==> src/hdl/b64lw_pkg.sv <==
`default_nettype none

package b64lw_pkg;

    // configuration register indexes
    localparam logic [1:0] CFG_WRAP_ENABLE = 2'd0;
    localparam logic [1:0] CFG_LINE_GROUPS = 2'd1;

    localparam logic [7:0] CHAR_PAD = 8'd61;
    localparam logic [7:0] CHAR_CR  = 8'd13;
    localparam logic [7:0] CHAR_LF  = 8'd10;

    localparam logic [6:0] COL_MAX = 7'd127;

    typedef struct packed {
        logic [7:0] data_byte;
        logic       final_byte;
    } t_b64lw_in;

    typedef struct packed {
        logic [7:0] out_char;
        logic       out_last;
    } t_b64lw_out;

    // one classified byte: up to four symbols/pads, optional line break, end flag
    typedef struct packed {
        logic [3:0][7:0] chars;
        logic [2:0]      nsym;
        logic            crlf;
        logic            last;
    } t_b64lw_entry;

    typedef struct packed {
        logic full;
        logic empty;
    } t_b64lw_qstat;

    function automatic logic [7:0] b64_char(input logic [5:0] six);
        logic [7:0] v;
        v = {2'b00, six};
        if (six < 6'd26) begin
            b64_char = 8'd65 + v;
        end else if (six < 6'd52) begin
            b64_char = 8'd71 + v;
        end else if (six < 6'd62) begin
            b64_char = v - 8'd4;
        end else if (six == 6'd62) begin
            b64_char = 8'd43;
        end else begin
            b64_char = 8'd47;
        end
    endfunction

endpackage

`default_nettype wire

==> src/hdl/base64_encoder_line_wrap_unit.sv <==
// Streaming Base64 encoder with optional CR LF line wrapping.
// Input channel: one message byte per beat (i_in_valid / o_in_stall), with
// final_byte set on the last byte of a message. Output channel: one ASCII
// character per beat (o_out_valid / i_out_stall), out_last set on the final
// character of the encoded message.
// Configuration: i_cfg_valid / o_cfg_ready write channel, always ready.
// Index 0 is wrap_enable, index 1 is line_groups; write only while idle.
// Each byte is classified on acceptance into one to four symbol/pad
// characters plus an optional line break and queued (QUEUE_DEPTH entries).
// The back end drains the queue into a registered output at one character
// per cycle while the receiver does not stall. With the queue empty, the first
// character of a byte passes through the queue and then the output register.
// A byte yields 1 to 6 characters, about 1.4 on average with 76-column lines,
// so the output channel sets the byte rate. A byte is taken in any cycle the
// queue has room. When the receiver stalls, the output holds and the queue
// fills, then o_in_stall rises. Reset clears the queue, the group and column
// state and the output valid, and restores wrap_enable = 1, line_groups = 19.
`default_nettype none

module base64_encoder_line_wrap_unit
    import b64lw_pkg::*;
#(
    parameter int QUEUE_DEPTH = 2
) (
    input  wire logic       i_clk,
    input  wire logic       i_rst_n,
    input  wire logic       i_in_valid,
    output logic            o_in_stall,
    input  wire t_b64lw_in  i_in_data,
    output logic            o_out_valid,
    input  wire logic       i_out_stall,
    output t_b64lw_out      o_out_data,
    input  wire logic       i_cfg_valid,
    output logic            o_cfg_ready,
    input  wire logic [1:0] i_cfg_index,
    input  wire logic [4:0] i_cfg_wdata
);

    t_b64lw_qstat qstat;
    t_b64lw_entry push_entry;
    t_b64lw_entry head;
    logic         push;
    logic         pop;

    b64lw_front u_front (
        .i_clk       (i_clk),
        .i_rst_n     (i_rst_n),
        .i_in_valid  (i_in_valid),
        .o_in_stall  (o_in_stall),
        .i_in_data   (i_in_data),
        .i_cfg_valid (i_cfg_valid),
        .o_cfg_ready (o_cfg_ready),
        .i_cfg_index (i_cfg_index),
        .i_cfg_wdata (i_cfg_wdata),
        .i_qstat     (qstat),
        .o_push      (push),
        .o_entry     (push_entry)
    );

    b64lw_queue #(
        .DEPTH (QUEUE_DEPTH)
    ) u_queue (
        .i_clk   (i_clk),
        .i_rst_n (i_rst_n),
        .i_push  (push),
        .i_entry (push_entry),
        .i_pop   (pop),
        .o_head  (head),
        .o_qstat (qstat)
    );

    b64lw_back u_back (
        .i_clk       (i_clk),
        .i_rst_n     (i_rst_n),
        .i_head      (head),
        .i_qstat     (qstat),
        .o_pop       (pop),
        .o_out_valid (o_out_valid),
        .i_out_stall (i_out_stall),
        .o_out_data  (o_out_data)
    );

endmodule

`default_nettype wire

==> src/hdl/b64lw_front.sv <==
`default_nettype none

module b64lw_front
    import b64lw_pkg::*;
(
    input  wire logic         i_clk,
    input  wire logic         i_rst_n,
    input  wire logic         i_in_valid,
    output logic              o_in_stall,
    input  wire t_b64lw_in    i_in_data,
    input  wire logic         i_cfg_valid,
    output logic              o_cfg_ready,
    input  wire logic [1:0]   i_cfg_index,
    input  wire logic [4:0]   i_cfg_wdata,
    input  wire t_b64lw_qstat i_qstat,
    output logic              o_push,
    output t_b64lw_entry      o_entry
);

    localparam logic [1:0] PHASE_START = 2'd0;
    localparam logic [1:0] PHASE_ONE   = 2'd1;
    localparam logic [1:0] PHASE_TWO   = 2'd2;

    logic       r_wrap_enable;
    logic [4:0] r_line_groups;
    logic [3:0] r_carry;
    logic [1:0] r_phase;
    logic [6:0] r_col;

    logic [3:0] n_carry;
    logic [1:0] n_phase;
    logic [6:0] n_col;

    logic       accept;
    logic [1:0] phase_mid;
    logic [3:0] carry_mid;
    logic [5:0] sym0;
    logic [5:0] sym1;
    logic       group_end;
    logic [7:0] col_sum;
    logic [6:0] col_after;
    logic [7:0] b;
    logic       fin;
    t_b64lw_entry entry;

    assign o_cfg_ready = 1'b1;
    assign o_in_stall  = i_qstat.full;
    assign accept      = i_in_valid && !i_qstat.full;
    assign b           = i_in_data.data_byte;
    assign fin         = i_in_data.final_byte;

    always_comb begin
        phase_mid = PHASE_ONE;
        carry_mid = {2'b00, b[1:0]};
        sym0      = b[7:2];
        sym1      = b[5:0];
        group_end = 1'b0;
        case (r_phase)
            PHASE_ONE: begin
                sym0      = {r_carry[1:0], b[7:4]};
                carry_mid = b[3:0];
                phase_mid = PHASE_TWO;
            end
            PHASE_TWO: begin
                sym0      = {r_carry[3:0], b[7:6]};
                carry_mid = 4'd0;
                phase_mid = PHASE_START;
                group_end = 1'b1;
            end
            default: begin
                sym0      = b[7:2];
                carry_mid = {2'b00, b[1:0]};
                phase_mid = PHASE_ONE;
            end
        endcase

        entry          = '0;
        entry.chars    = {4{CHAR_PAD}};
        entry.chars[0] = b64_char(sym0);
        entry.nsym     = group_end ? 3'd2 : 3'd1;
        if (group_end) begin
            entry.chars[1] = b64_char(sym1);
        end
        // flush the partial group and pad it
        if (fin) begin
            if (phase_mid == PHASE_ONE) begin
                entry.chars[1] = b64_char({carry_mid[1:0], 4'b0000});
                entry.nsym     = 3'd4;
            end else if (phase_mid == PHASE_TWO) begin
                entry.chars[1] = b64_char({carry_mid[3:0], 2'b00});
                entry.nsym     = 3'd3;
            end
        end
        entry.last = fin;

        col_sum   = {1'b0, r_col} + {5'd0, entry.nsym};
        col_after = (col_sum > {1'b0, COL_MAX}) ? COL_MAX : col_sum[6:0];

        if (fin) begin
            entry.crlf = r_wrap_enable && (col_after != 7'd0);
        end else begin
            entry.crlf = group_end && r_wrap_enable && (col_after >= {r_line_groups, 2'b00});
        end

        n_col   = (fin || entry.crlf) ? 7'd0 : col_after;
        n_phase = fin ? PHASE_START : phase_mid;
        n_carry = fin ? 4'd0 : carry_mid;
    end

    assign o_push  = accept;
    assign o_entry = entry;

    always_ff @(posedge i_clk) begin
        if (!i_rst_n) begin
            r_wrap_enable <= 1'b1;
            r_line_groups <= 5'd19;
            r_carry       <= 4'd0;
            r_phase       <= PHASE_START;
            r_col         <= 7'd0;
        end else begin
            if (i_cfg_valid) begin
                if (i_cfg_index == CFG_WRAP_ENABLE) begin
                    r_wrap_enable <= i_cfg_wdata[0];
                end else if (i_cfg_index == CFG_LINE_GROUPS) begin
                    r_line_groups <= i_cfg_wdata;
                end
            end
            if (accept) begin
                r_carry <= n_carry;
                r_phase <= n_phase;
                r_col   <= n_col;
            end
        end
    end

endmodule

`default_nettype wire

==> src/hdl/b64lw_queue.sv <==
`default_nettype none

module b64lw_queue
    import b64lw_pkg::*;
#(
    parameter int DEPTH = 2
) (
    input  wire logic          i_clk,
    input  wire logic          i_rst_n,
    input  wire logic          i_push,
    input  wire t_b64lw_entry  i_entry,
    input  wire logic          i_pop,
    output t_b64lw_entry       o_head,
    output t_b64lw_qstat       o_qstat
);

    localparam int PTR_W = (DEPTH > 1) ? $clog2(DEPTH) : 1;
    localparam int CNT_W = $clog2(DEPTH + 1);
    localparam logic [PTR_W-1:0] PTR_LAST = PTR_W'(DEPTH - 1);
    localparam logic [CNT_W-1:0] CNT_FULL = CNT_W'(DEPTH);

    t_b64lw_entry r_mem [DEPTH];

    logic [PTR_W-1:0] r_wr_ptr;
    logic [PTR_W-1:0] r_rd_ptr;
    logic [CNT_W-1:0] r_count;

    logic [PTR_W-1:0] n_wr_ptr;
    logic [PTR_W-1:0] n_rd_ptr;
    logic [CNT_W-1:0] n_count;

    always_comb begin
        n_wr_ptr = r_wr_ptr;
        n_rd_ptr = r_rd_ptr;
        n_count  = r_count;
        if (i_push) begin
            n_wr_ptr = (r_wr_ptr == PTR_LAST) ? '0 : r_wr_ptr + PTR_W'(1);
        end
        if (i_pop) begin
            n_rd_ptr = (r_rd_ptr == PTR_LAST) ? '0 : r_rd_ptr + PTR_W'(1);
        end
        if (i_push && !i_pop) begin
            n_count = r_count + CNT_W'(1);
        end else if (!i_push && i_pop) begin
            n_count = r_count - CNT_W'(1);
        end
    end

    assign o_head        = r_mem[r_rd_ptr];
    assign o_qstat.full  = (r_count == CNT_FULL);
    assign o_qstat.empty = (r_count == '0);

    always_ff @(posedge i_clk) begin
        if (i_push) begin
            r_mem[r_wr_ptr] <= i_entry;
        end
    end

    always_ff @(posedge i_clk) begin
        if (!i_rst_n) begin
            r_wr_ptr <= '0;
            r_rd_ptr <= '0;
            r_count  <= '0;
        end else begin
            r_wr_ptr <= n_wr_ptr;
            r_rd_ptr <= n_rd_ptr;
            r_count  <= n_count;
        end
    end

endmodule

`default_nettype wire

==> src/hdl/b64lw_back.sv <==
`default_nettype none

module b64lw_back
    import b64lw_pkg::*;
(
    input  wire logic         i_clk,
    input  wire logic         i_rst_n,
    input  wire t_b64lw_entry i_head,
    input  wire t_b64lw_qstat i_qstat,
    output logic              o_pop,
    output logic              o_out_valid,
    input  wire logic         i_out_stall,
    output t_b64lw_out        o_out_data
);

    logic       r_out_valid;
    t_b64lw_out r_out_data;
    logic [2:0] r_idx;

    logic       n_out_valid;
    t_b64lw_out n_out_data;
    logic [2:0] n_idx;

    logic       slot_free;
    logic       fire;
    logic       last_beat;
    logic [2:0] total;
    logic [7:0] sel_char;

    assign slot_free = !r_out_valid || !i_out_stall;
    assign fire      = slot_free && !i_qstat.empty;
    assign total     = i_head.nsym + (i_head.crlf ? 3'd2 : 3'd0);
    assign last_beat = (r_idx == total - 3'd1);

    always_comb begin
        if (r_idx < i_head.nsym) begin
            sel_char = i_head.chars[r_idx[1:0]];
        end else if (r_idx == i_head.nsym) begin
            sel_char = CHAR_CR;
        end else begin
            sel_char = CHAR_LF;
        end
    end

    always_comb begin
        n_out_valid = r_out_valid;
        n_out_data  = r_out_data;
        n_idx       = r_idx;
        if (slot_free) begin
            n_out_valid = !i_qstat.empty;
        end
        if (fire) begin
            n_out_data.out_char = sel_char;
            n_out_data.out_last = i_head.last && last_beat;
            n_idx               = last_beat ? 3'd0 : r_idx + 3'd1;
        end
    end

    // retire the entry with its final beat
    assign o_pop       = fire && last_beat;
    assign o_out_valid = r_out_valid;
    assign o_out_data  = r_out_data;

    always_ff @(posedge i_clk) begin
        r_out_data <= n_out_data;
    end

    always_ff @(posedge i_clk) begin
        if (!i_rst_n) begin
            r_out_valid <= 1'b0;
            r_idx       <= 3'd0;
        end else begin
            r_out_valid <= n_out_valid;
            r_idx       <= n_idx;
        end
    end

endmodule

`default_nettype wire

==> config.mk <==
export PLATFORM = sky130hd
export DESIGN_NAME = base64_encoder_line_wrap_unit
export DESIGN_NICKNAME = d
export VERILOG_FILES = /design/src/hdl/b64lw_pkg.sv /design/src/hdl/base64_encoder_line_wrap_unit.sv /design/src/hdl/b64lw_front.sv /design/src/hdl/b64lw_queue.sv /design/src/hdl/b64lw_back.sv
export SDC_FILE = /design/constraint.sdc
export NUM_CORES = 1
export LEC_CHECK = 0
export BUFFER_PORTS_ARGS = -buffer_cell sky130_fd_sc_hd__buf_2
export CAP_MARGIN = 20
export CORE_ASPECT_RATIO = 0.75
export CORE_MARGIN = 3
export CORE_UTILIZATION = 60
export DETAILED_ROUTE_END_ITERATION = 7
export PLACE_DENSITY = 0.79
export SYNTH_ARGS = -nofsm -noshare
export SYNTH_HDL_FRONTEND = slang
export SYNTH_SLANG_ARGS = --single-unit
export TNS_END_PERCENT = 5
==> constraint.sdc <==
create_clock -name i_clk -period 11.24 [get_ports i_clk]
set_input_delay 0 -clock i_clk [delete_from_list [all_inputs] [get_ports i_clk]]
set_output_delay 0 -clock i_clk [all_outputs]
set_load 0.02 [all_outputs]
---- Yosys cells after proc, flatten, opt, wreduce, memory -nomap -nowiden ----
Memory sizes are Yosys's and may differ from the RTL's. A register that Yosys moved wholly into a read port is not among the register bits.
Index checks and enable logic that the tools add are counted.
cells by class
  $add $sub $neg .......................... 20
  mux-type cells .......................... 45
  reductions and logical operators ........ 23
  order comparisons ....................... 16
  eq/ne operators ......................... 10
  bitwise gates (word level) .............. 1
operator list
  operator                                             number
  2-to-1 mux 8 bit                                     18
  adder 7 x 6 -> 8 bit, first input constant           8
  < comparator 6 bit, second input constant            8
  subtractor 6 x 3 -> 7 bit, second input constant     4
  < comparator 6 x 5 -> 1 bit, second input constant   4
  2-to-1 mux 3 bit                                     7
  binary-select mux 8 bit (select 2 bit)               1
  2-to-1 mux 7 bit                                     2
  equality test 6 bit, second input constant           2
  case mux 6 bit (2 select lines)                      1
  2-to-1 mux 2 bit                                     5
  logical AND 1 bit                                    9
  adder 7 x 3 -> 8 bit                                 1
  > comparator 8 x 7 -> 1 bit, second input constant   1
  2-to-1 mux 1 bit                                     8
  case mux 4 bit (2 select lines)                      1
  >= comparator 7 bit                                  1
  nonzero test 7 bit                                   1
  equality test 2 x 1 -> 1 bit, second input constant  3
  equality test 2 bit, second input constant           3
  equality test 3 bit                                  2
  logical NOT 1 bit                                    6
  logical NOT 2 bit                                    2
  2-to-1 mux 4 bit                                     1
  other kinds (14)                                     16
storage, ports and cells
  memory bits (writable) .................. 42
  memories kept ........................... 1
  logic and storage cells ................. 128
  output and inout bits ................... 12
  flip-flop bits (word level) ............. 36
memories
  memory         depth  width  read ports  clocked after memory_dff  wr ports  line               text
  u_queue.r_mem  2      21     1           1                         1         b64lw_queue.sv:22  t_b64lw_entry r_mem [DEPTH];

---- Logic depth before layout (Yosys ltp) ----
Gate-level depths: netlist (run 1).
  word-level depth ........................ 14
  gate-level depth with buffers ........... 21
  gate-level depth less buffers ........... 19

---- Modules after synthesis ----
From an unflattened synthesis (run 1), not the netlist that was laid out.
unflattened totals
  cell total of the unflattened synthesis .. 549
  area, all modules ....................... 6391.1 µm²
by module, submodules not included
  module       area an instance (µm²)  instances  cells an instance
  b64lw_queue  2896.5                  1          137
  b64lw_front  2592.5                  1          342
  b64lw_back   902.1                   1          70

---- Worst setup path after synthesis (run 1) ----
No wires, ideal clock.
  path kind ............................... register to register
  from .................................... reg u_front.r_phase[0]
  to ...................................... reg u_front.r_col[4]
  buffers on the path ..................... 2
  slack ................................... 7449 ps
  stages on the path, launching flop included .. 21
  setup time .............................. 61 ps
  arrival ................................. 3730 ps
  clock period less this slack ............ 3791 ps
  required time ........................... 11179 ps
  cells stage by stage .................... dfxtp_1 inv_1 ha_1 buf_2 buf_4 nand2_1 inv_1 a21oi_1 inv_1 fa_1 nor2b_1 o21ai_0 nor2_1 nor2_1 a21oi_1 ha_1 nor2b_1 o311a_1 nor3_1 and3_1 a32o_1
RTL lines
  element                 line                text
  from (decl)             b64lw_front.sv:27   logic [1:0] r_phase;
  from (signal assigned)  b64lw_front.sv:130  r_phase <= n_phase;
  to (signal assigned)    b64lw_front.sv:131  r_col <= n_col;
  to (decl)               b64lw_front.sv:28   logic [6:0] r_col;

==> results, run 1 <==
- The cell count after synthesis is about 460.
- Detailed placement ended at an HPWL of 7.25 mm.
- In the final timing run, aggregate negative setup slack is 0 ns.
- The depth of the worst register-to-register path is 18.
- The mapped netlist covers 4690 um2.
- The run finished with clean final reports.
- The first-pass GRT wire length is between 15 and 20 mm.
- The final period demand of the worst path is 4.42 ns.
- The leading register cell type out of synthesis is sky130_fd_sc_hd__edfxtp_1.
- The instance count along the most critical hold path is 1.
- The number of antenna cells inserted is 0.
- The final critical path takes up 39.3% of the cycle.
- After detailed routing, the average wire length per cell comes to 17.0 um.
- In the synthesized netlist the async set-or-reset flop fraction comes to 0%.
- The count of cell types in the netlist is 71.
- The remaining antenna violation count after routing is 0.
- CTS built an H-tree with a depth of 3.
- The final hold violation count came to 0.
- Buffers placed on the I/O ports in this run total 31.
- The met3 layer usage reported by global route is 6.60%.
- At the pin with the least slew margin, the transition time is 0.869 ns.
- For this design the ratio of total power to cell area is 188 nW/um2.
- The source-to-sink clock delay at the later pin of the worst-skew pair is 0.38 ns.
- The number of detailed-route iterations in the first pass is 5.
- The timing-limited maximum frequency is 0.226 GHz.
- The layer carrying the most global-route usage is met2.
- The largest net degree at the start of global routing is 31.
- The relative slew slack is between 40% and 50%.
- Across the whole layout, storage elements account for between 2000 and 2500 um2.
- Clock skew on the completed layout was measured at 0.0122 ns.
- The floorplan has 27 rows.
- The final max-slew violation count is 0.
- The die is 82.6 um tall.
- STA puts the critical path data arrival time at 4.72 ns.
- Setup violations remaining at the end of the flow were counted as 0.
- The via count of the first global-routing pass came to 3476.
- Setup repair after global routing left no endpoint under its margin.
- Global routing used 39.8% of the available met2 tracks.
- The count of yosys warnings during synthesis is 0.
- The total of max-cap violations is 0.
- The clock tree from TritonCTS is done.
- The multi-input combinational cells in the finished layout cover a total of 2370 um2.
- The synthesized design contains 79 register bits.
- Detailed routing inserted a total of around 3700 vias.
- The met1 track demand over resource is 34.2%.
- The capturing element type of the critical path is a flop.
- Summed over all cells, the static leakage comes to 0.00204 uW.
- The floorplan step defined a core boundary enclosing 7470 um2.
- The worst-case setup slack after placement is 6.96 ns.
- After detailed routing, the number of vias per cell comes to 6.17.
- The placer congestion estimate is 0.872.
- Summing the sequential cell areas from Yosys gives 44.6% of the chip area.
- The floorplan step defined a die boundary enclosing 8930 um2.
- Setup slack on the critical path of the routed design comes to 6.82 ns.
- The number of antenna violations at the first check in global routing was 0.
- For the worst setup path, the data required time is 11.54 ns.
- The routed design has 10.1 mm of wire.
- The filler cell count is 566.
- The post-layout net count is 545.
- The largest total area in the synthesized netlist belongs to sky130_fd_sc_hd__edfxtp_1.
- The clock net sink count is 79.
- The global-route congestion overflow total is 0.
- The number of flops mapped to enable cells by yosys is 51.
- Leaving out fill and tap cells, the most frequent cells in the layout are sky130_fd_sc_hd__edfxtp_1 (51), sky130_fd_sc_hd__nand2_1 (35), sky130_fd_sc_hd__inv_1 (32), sky130_fd_sc_hd__ha_1 (32), sky130_fd_sc_hd__buf_2 (31).
- The maximum buffer depth of the clock tree is 2.
- The worst hold path belongs to the class primary input to flop.
- The most common library cell in the layout ignoring fill and taps is sky130_fd_sc_hd__edfxtp_1.
- The clock-pin slew on the worst setup and hold paths is 0.09 ns.
- During I/O placement, the number of pins put on the boundary was 33.
- The initial detailed-routing violation count is about 250.
- The post-synthesis net count is 513.
- The type of the setup path with the least slack is flop to flop.
- The remaining design rule violation count is 0.
- The initial utilization of the core area, before any placement, comes to 62.8%.
- The kind of launch point of the worst setup path is a flop.
- The cell at the root of the clock tree is sky130_fd_sc_hd__clkbuf_8.
- In the global route stage, overall resource usage came out at 24.9%.
- The share of synthesized area in the top cell type comes to 32.6%.
- The relative area change from synthesis to final layout is 10.4%.
- Counting the buffers created by CTS gives 9.
- The maximum fanout encountered on the critical timing path is 21.
- The post-synthesis average cell area is 10.2 um2.
- The share of post-route cells with drive strength above 1 is between 10% and 20%.
- The worst vdd rail ir drop is 0.114 mV.
- Ranked by total cell area, the synthesized netlist is headed by sky130_fd_sc_hd__edfxtp_1 (33%), sky130_fd_sc_hd__dfxtp_1 (12%), sky130_fd_sc_hd__ha_1 (8.5%).
- The die span in x is 108 um.
==> registers in the layout, summed over array words and instances, names as in the netlist, named ones only <==
| signal | cells |
|---|---|
| u_back.o_out_valid | 1 |
| u_queue.r_rd_ptr | 1 |
| u_front.r_carry | 4 |
| u_front.r_wrap_enable | 1 |
| u_front.r_line_groups | 5 |
| u_queue.r_wr_ptr | 1 |
| u_queue.r_count | 2 |
| u_queue.r_mem | 42 |
| u_back.o_out_data | 9 |
| u_front.r_col | 7 |
| u_front.r_phase | 2 |
| u_back.r_idx | 3 |
==> worst paths after layout <==
path	slack, ns	start	to
setup reg to reg	6.82	u_front.r_phase[0]	u_front.r_col[2]
hold / removal	0.07	i_in_data[0]	u_queue.r_mem[1][0]
hold reg to reg	0.48	u_front.r_col[0]	u_front.r_col[0]
setup / recovery	6.82	u_front.r_phase[0]	u_front.r_col[2]
==> through the flow <==
step / instance area [um2] / power, uW / hold slack (ns) / std cells / util, %
floorplan: 4690 / 680 / 0.0989 / 459 / -
global placement: 4890 / 750 / 0.232 / 572 / 65.5
detailed placement: 4890 / 765 / 0.237 / 572 / 65.5
CTS: 5180 / 977 / 0.0546 / 597 / 69.4
global route: 5180 / 1030 / 0.0721 / 597 / 69.4
finish: 5180 / 972 / 0.0749 / 597 / 69.4
==> routing by layer <==
metal	vias to the layer above	share of wire, %
met5	-	0
met4	0	1.3
met3	18	7.9
met2	152	47
met1	1767	44
li1	1746	-
==> cells in the mapped netlist, types with 3 or more instances <==
cell / number
sky130_fd_sc_hd__inv_1: 32
sky130_fd_sc_hd__buf_2: 9
sky130_fd_sc_hd__o21a_1: 6
sky130_fd_sc_hd__nor2_1: 27
sky130_fd_sc_hd__a31oi_1: 7
sky130_fd_sc_hd__nand3b_1: 3
sky130_fd_sc_hd__nor2b_1: 16
sky130_fd_sc_hd__nand2b_1: 8
sky130_fd_sc_hd__o21ai_1: 5
sky130_fd_sc_hd__xnor2_1: 7
sky130_fd_sc_hd__a221oi_1: 4
sky130_fd_sc_hd__mux4_2: 8
sky130_fd_sc_hd__a21o_1: 6
sky130_fd_sc_hd__a22o_1: 4
sky130_fd_sc_hd__o21ai_0: 26
sky130_fd_sc_hd__a22oi_1: 3
sky130_fd_sc_hd__nand2_1: 35
sky130_fd_sc_hd__a21boi_0: 5
sky130_fd_sc_hd__mux2i_1: 8
sky130_fd_sc_hd__nand3_1: 19
sky130_fd_sc_hd__a221o_1: 4
sky130_fd_sc_hd__and3_1: 3
sky130_fd_sc_hd__edfxtp_1: 51
sky130_fd_sc_hd__a21oi_1: 27
sky130_fd_sc_hd__ha_1: 32
sky130_fd_sc_hd__or3_1: 3
sky130_fd_sc_hd__xor2_1: 4
sky130_fd_sc_hd__dfxtp_1: 28
sky130_fd_sc_hd__and2_1: 3
sky130_fd_sc_hd__clkbuf_1: 9
sky130_fd_sc_hd__nor3_1: 6
==> cells by family (layout without fill, tap and decap cells) <==
group / count (synthesis) / in the layout / share of synthesized area [%]
simple gates: 139 / 139 / 15.1
buf+inv: 55 / 92 / 4.80
flops: 79 / 79 / 44.6
fa+ha+maj: 33 / 33 / 8.96
compound gates: 120 / 120 / 17.3
other cells: 1 / 1 / 0.0799
xor+xnor: 13 / 13 / 2.88
mux: 19 / 19 / 6.32
==> timing repair <==
item,4_1_cts,5_1_grt
endpoints found under the hold margin,7,0
gates resized for setup,0,0
buffers inserted,0,0
hold buffers,9,0
setup endpoints to repair,0,0
==> critical path, cell delays in order, from the launching register on <==
cell,delay [ns]
sky130_fd_sc_hd__dfxtp_1,0.35
sky130_fd_sc_hd__inv_1,0.08
sky130_fd_sc_hd__ha_1,0.57
sky130_fd_sc_hd__nand2_1,0.14
sky130_fd_sc_hd__inv_1,0.10
sky130_fd_sc_hd__a21oi_1,0.30
sky130_fd_sc_hd__inv_1,0.11
sky130_fd_sc_hd__fa_1,0.44
sky130_fd_sc_hd__nor2b_1,0.15
sky130_fd_sc_hd__o21ai_0,0.17
sky130_fd_sc_hd__nor2_1,0.21
sky130_fd_sc_hd__nor2_1,0.06
sky130_fd_sc_hd__a21oi_1,0.20
sky130_fd_sc_hd__ha_1,0.28
sky130_fd_sc_hd__nor2b_1,0.13
sky130_fd_sc_hd__o311a_1,0.34
sky130_fd_sc_hd__nor3_1,0.33
sky130_fd_sc_hd__nand3_1,0.20
sky130_fd_sc_hd__o21ai_0,0.19
==> area by class of cell <==
cell class / count / area share (%)
inverter: 34 / 2.46
clock buffer: 9 / 2.39
tap: 101 / 2.44
multi-input combinational: 325 / 45.8
sequential: 79 / 40.4
timing repair buffer: 42 / 5.02
clock inverter: 7 / 1.45
==> power by group <==
part	switching (uW)	internal, uW
registers	34.2	387
logic	196	145
clock network	122	87.6
Note: power is estimated with default switching activity, not from simulation.
==> run 2: changes to the inputs <==
clock period = 4.56 ns   (was 11.24 ns; I/O delays follow)
==> results, run 2 (synthesis results as in run 1) <==
- The run finished with clean final reports.
- The reported leakage power is 0.00205 uW.
- The maximum fanout encountered on the critical timing path is 14.
- The finished layout cell area is approximately 5200 um2.
- In the final routed layout, each cell accounts on average for 16.5 um.
- For this run the aggregate overflow at the end of global routing stands at 0.
- The register with the most flip-flops in the layout has 42 of them.
- STA classifies the critical path startpoint as a flop.
- The final max-slew violation count is 0.
- The worst clock skew is 0.0156 ns.
- The register bank with the most flops is u_queue.r_mem.
- The met1 track demand over resource is 31.5%.
- The die covers 8930 um2.
- The placer congestion estimate is ~0.87.
- Leaving out fill and tap cells, the most frequent cells in the layout are sky130_fd_sc_hd__edfxtp_1 (51), sky130_fd_sc_hd__nand2_1 (35), sky130_fd_sc_hd__inv_1 (32), sky130_fd_sc_hd__buf_2 (31), sky130_fd_sc_hd__ha_1 (30).
- The total of max-cap violations is 0.
- The final cycle utilization of the critical path is 88.4%.
- The layer carrying the most global-route usage is met2.
- The origin of the critical flop-to-flop path is u_front.r_phase[1].
- The number of antenna violations at the first check in global routing is 0.
- In the global route stage, met2 resource usage came out at 37.3%.
- The post-route netlist has 15.5% of its cells at a drive strength greater than 1.
- The placeable core region is 7470 um2.
- TritonCTS built the clock tree.
- From synthesis to final layout, the design area changed by 10.9%.
- The first global-routing pass estimated 15.8 mm of wire.
- Tracing the worst setup path back leads to its startpoint at u_front.r_phase[1].
- The count of buffers added on input and output ports is 31.
- The worst pin sits at a relative slew slack of between 40% and 50%.
- STA puts the critical path data required time at 4.85 ns.
- The final period demand of the worst path is between 4 and 5 ns.
- The arrival time reported for the critical path endpoint is 4.32 ns.
- Setup violations remaining at the end of the flow were counted as 0.
- The clock net in this run drives a total of 79 sinks.
- After legalization and detailed placement, the total HPWL measured 7.08 mm.
- The number of detailed-route iterations in the first pass is 5.
- The final cell count without fillers is 598.
- The final hold violation count was 0.
- For this block, the initial DRC count from the detailed router was 407.
- The timing-limited maximum frequency is around 0.25 GHz.
- Global routing used roughly a quarter of the available tracks.
- For this block, the routed nets add up to 9.87 mm of wire.
- Counting cells, the worst reg-to-reg path comes to 18.
- The power per cell area is approximately 470 nW/um2.
- The capturing element type of the critical path is a flop.
- The cell seen most often among critical-path stages is sky130_fd_sc_hd__o21ai_0.
- For this run, the slowest stage of the critical path takes 0.40 ns.
- The maximum buffer depth of the clock tree is 2.
- The critical path goes through inv_1 > ha_2 > nand2_1 > o21ai_0 > ha_1 > inv_1 > fa_1 > nor2b_1 > o21ai_0 > nor2_1 > nor2_1 > a21oi_1 > ha_1 > nor2b_1 > o311a_1 > nor3_2 > nand3_1 > o21ai_0.
- The type of the setup path with the least slack is flop to flop.
- In the final design database the tool counted around 550 nets.
- Entering global routing, the biggest net connects 31 pins.
- During I/O placement, the number of pins put on the boundary was 33.
- The number of clock buffers added by TritonCTS is 9.
- The cell at the root of the clock tree is sky130_fd_sc_hd__clkbuf_8.
- The ratio of routed vias to standard cells is 6.05.
- After floorplanning, the core was divided into 27 placement rows.
- In this run the worst hold path is classified as primary input to flop.
- Setup repair after global routing left no endpoint under its margin.
- The reg-to-reg setup timing slack is 0.53 ns.
- In this run the critical register-to-register path is captured at u_front.r_col[3].
- In this run the cell area measured after placement is 4910 um2.
- The most common library cell in the layout ignoring fill and taps is sky130_fd_sc_hd__edfxtp_1.
- IR analysis of the VDD net gives a maximum drop of 0.241 mV.
- The slowest stage of the critical path is the sky130_fd_sc_hd__fa_1 cell.
- The number of antenna diodes in the final layout is 0.
- The remaining design rule violation count is 0.
- The die is around 110 um wide.
- The via count of the first global-routing pass is 3241.
- The remaining antenna violation count after routing is 0.
- Detailed routing inserted a total of 3619 vias.
- Once the floorplan was initialized, standard cells occupied 62.8% of the core.
- Counting tap cells, the placed design contains a total of 574 instances.
- At the pin with the least slew margin, the transition time is 0.753 ns.
- The clock reaches the later pin of the worst-skew pair after 0.37 ns.
- Measured on the finished design, the core utilization comes to about 70%.
- The clock-pin slew on the worst setup and hold paths is 0.09 ns.
- In this run the vertical extent of the chip is around 83 um.
- Overall power consumption after layout is estimated at 2420 uW.
- After routing, the total negative slack on setup checks comes to 0 ns.
- The filler cell count is around 560.
- Global routing used 6.76% of the available met3 tracks.
- The H-tree was split into 3 levels.
- The most critical setup path has its endpoint at u_front.r_col[3].
[run 2: area by class of cell]
class	count	area, um2	share of cell area [%]
timing repair buffer	43	265	5.10
sequential	79	2090	40.2
multi-input combinational	325	2380	45.8
clock buffer	9	124	2.38
tap	101	126	2.43
clock inverter	7	83.8	1.61
inverter	34	128	2.45
[run 2: through the flow]
stage | hold WS, ns | worst slack, ns
3_5_place_dp | 0.239 | 0.296
6_report | 0.0252 | 0.531
2_1_floorplan | 0.0989 | 0.769
4_1_cts | 0.00905 | 0.280
3_3_place_gp | 0.232 | 0.567
5_1_grt | 0.0339 | 0.114
[run 2: what timing repair did]
action	in CTS	in global routing
endpoints found under the setup margin	0	7
setup buffers	0	0
hold buffers	8	0
resized for setup	0	3
hold endpoints to repair	7	0
[run 2: worst max-delay path: cells and delay by family, from the launching register on]
kind                       cells  cell delay (ns)
DFF                            1             0.34
buffers and inverters          2             0.14
AOI/OAI and AO/OA              5             1.10
adders and majority gates      4             1.26
and+or+nand+nor                7             1.11
[run 2: worst min-delay path by stage]
stage                              start                       end  slack [ns]  depth (start not counted)
after floorplan             i_in_data[0]       u_queue.r_mem[0][0]         0.1                          0
after global placement    i_cfg_wdata[1]  u_front.r_line_groups[1]        0.23                          3
after detailed placement  i_cfg_wdata[0]  u_front.r_line_groups[0]        0.24                          3
after CTS                        i_rst_n  u_front.r_line_groups[4]       0.009                          2
after global routing             i_rst_n  u_front.r_line_groups[4]        0.03                          2
final                            i_rst_n  u_front.r_line_groups[4]        0.03                          2
[run 2: metal layers]
layer	up-vias	wire (um)
li1	1756	-
met2	171	4450
met4	0	188
met1	1662	4450
met3	30	785
met5	-	0
[run 2: power breakdown]
group | internal, uW | total [uW] | leakage (uW) | switching [uW]
clock network | 263 | 538 | 0.000103 | 275
registers | 955 | 1020 | 0.000700 | 69.8
logic | 363 | 863 | 0.00125 | 500
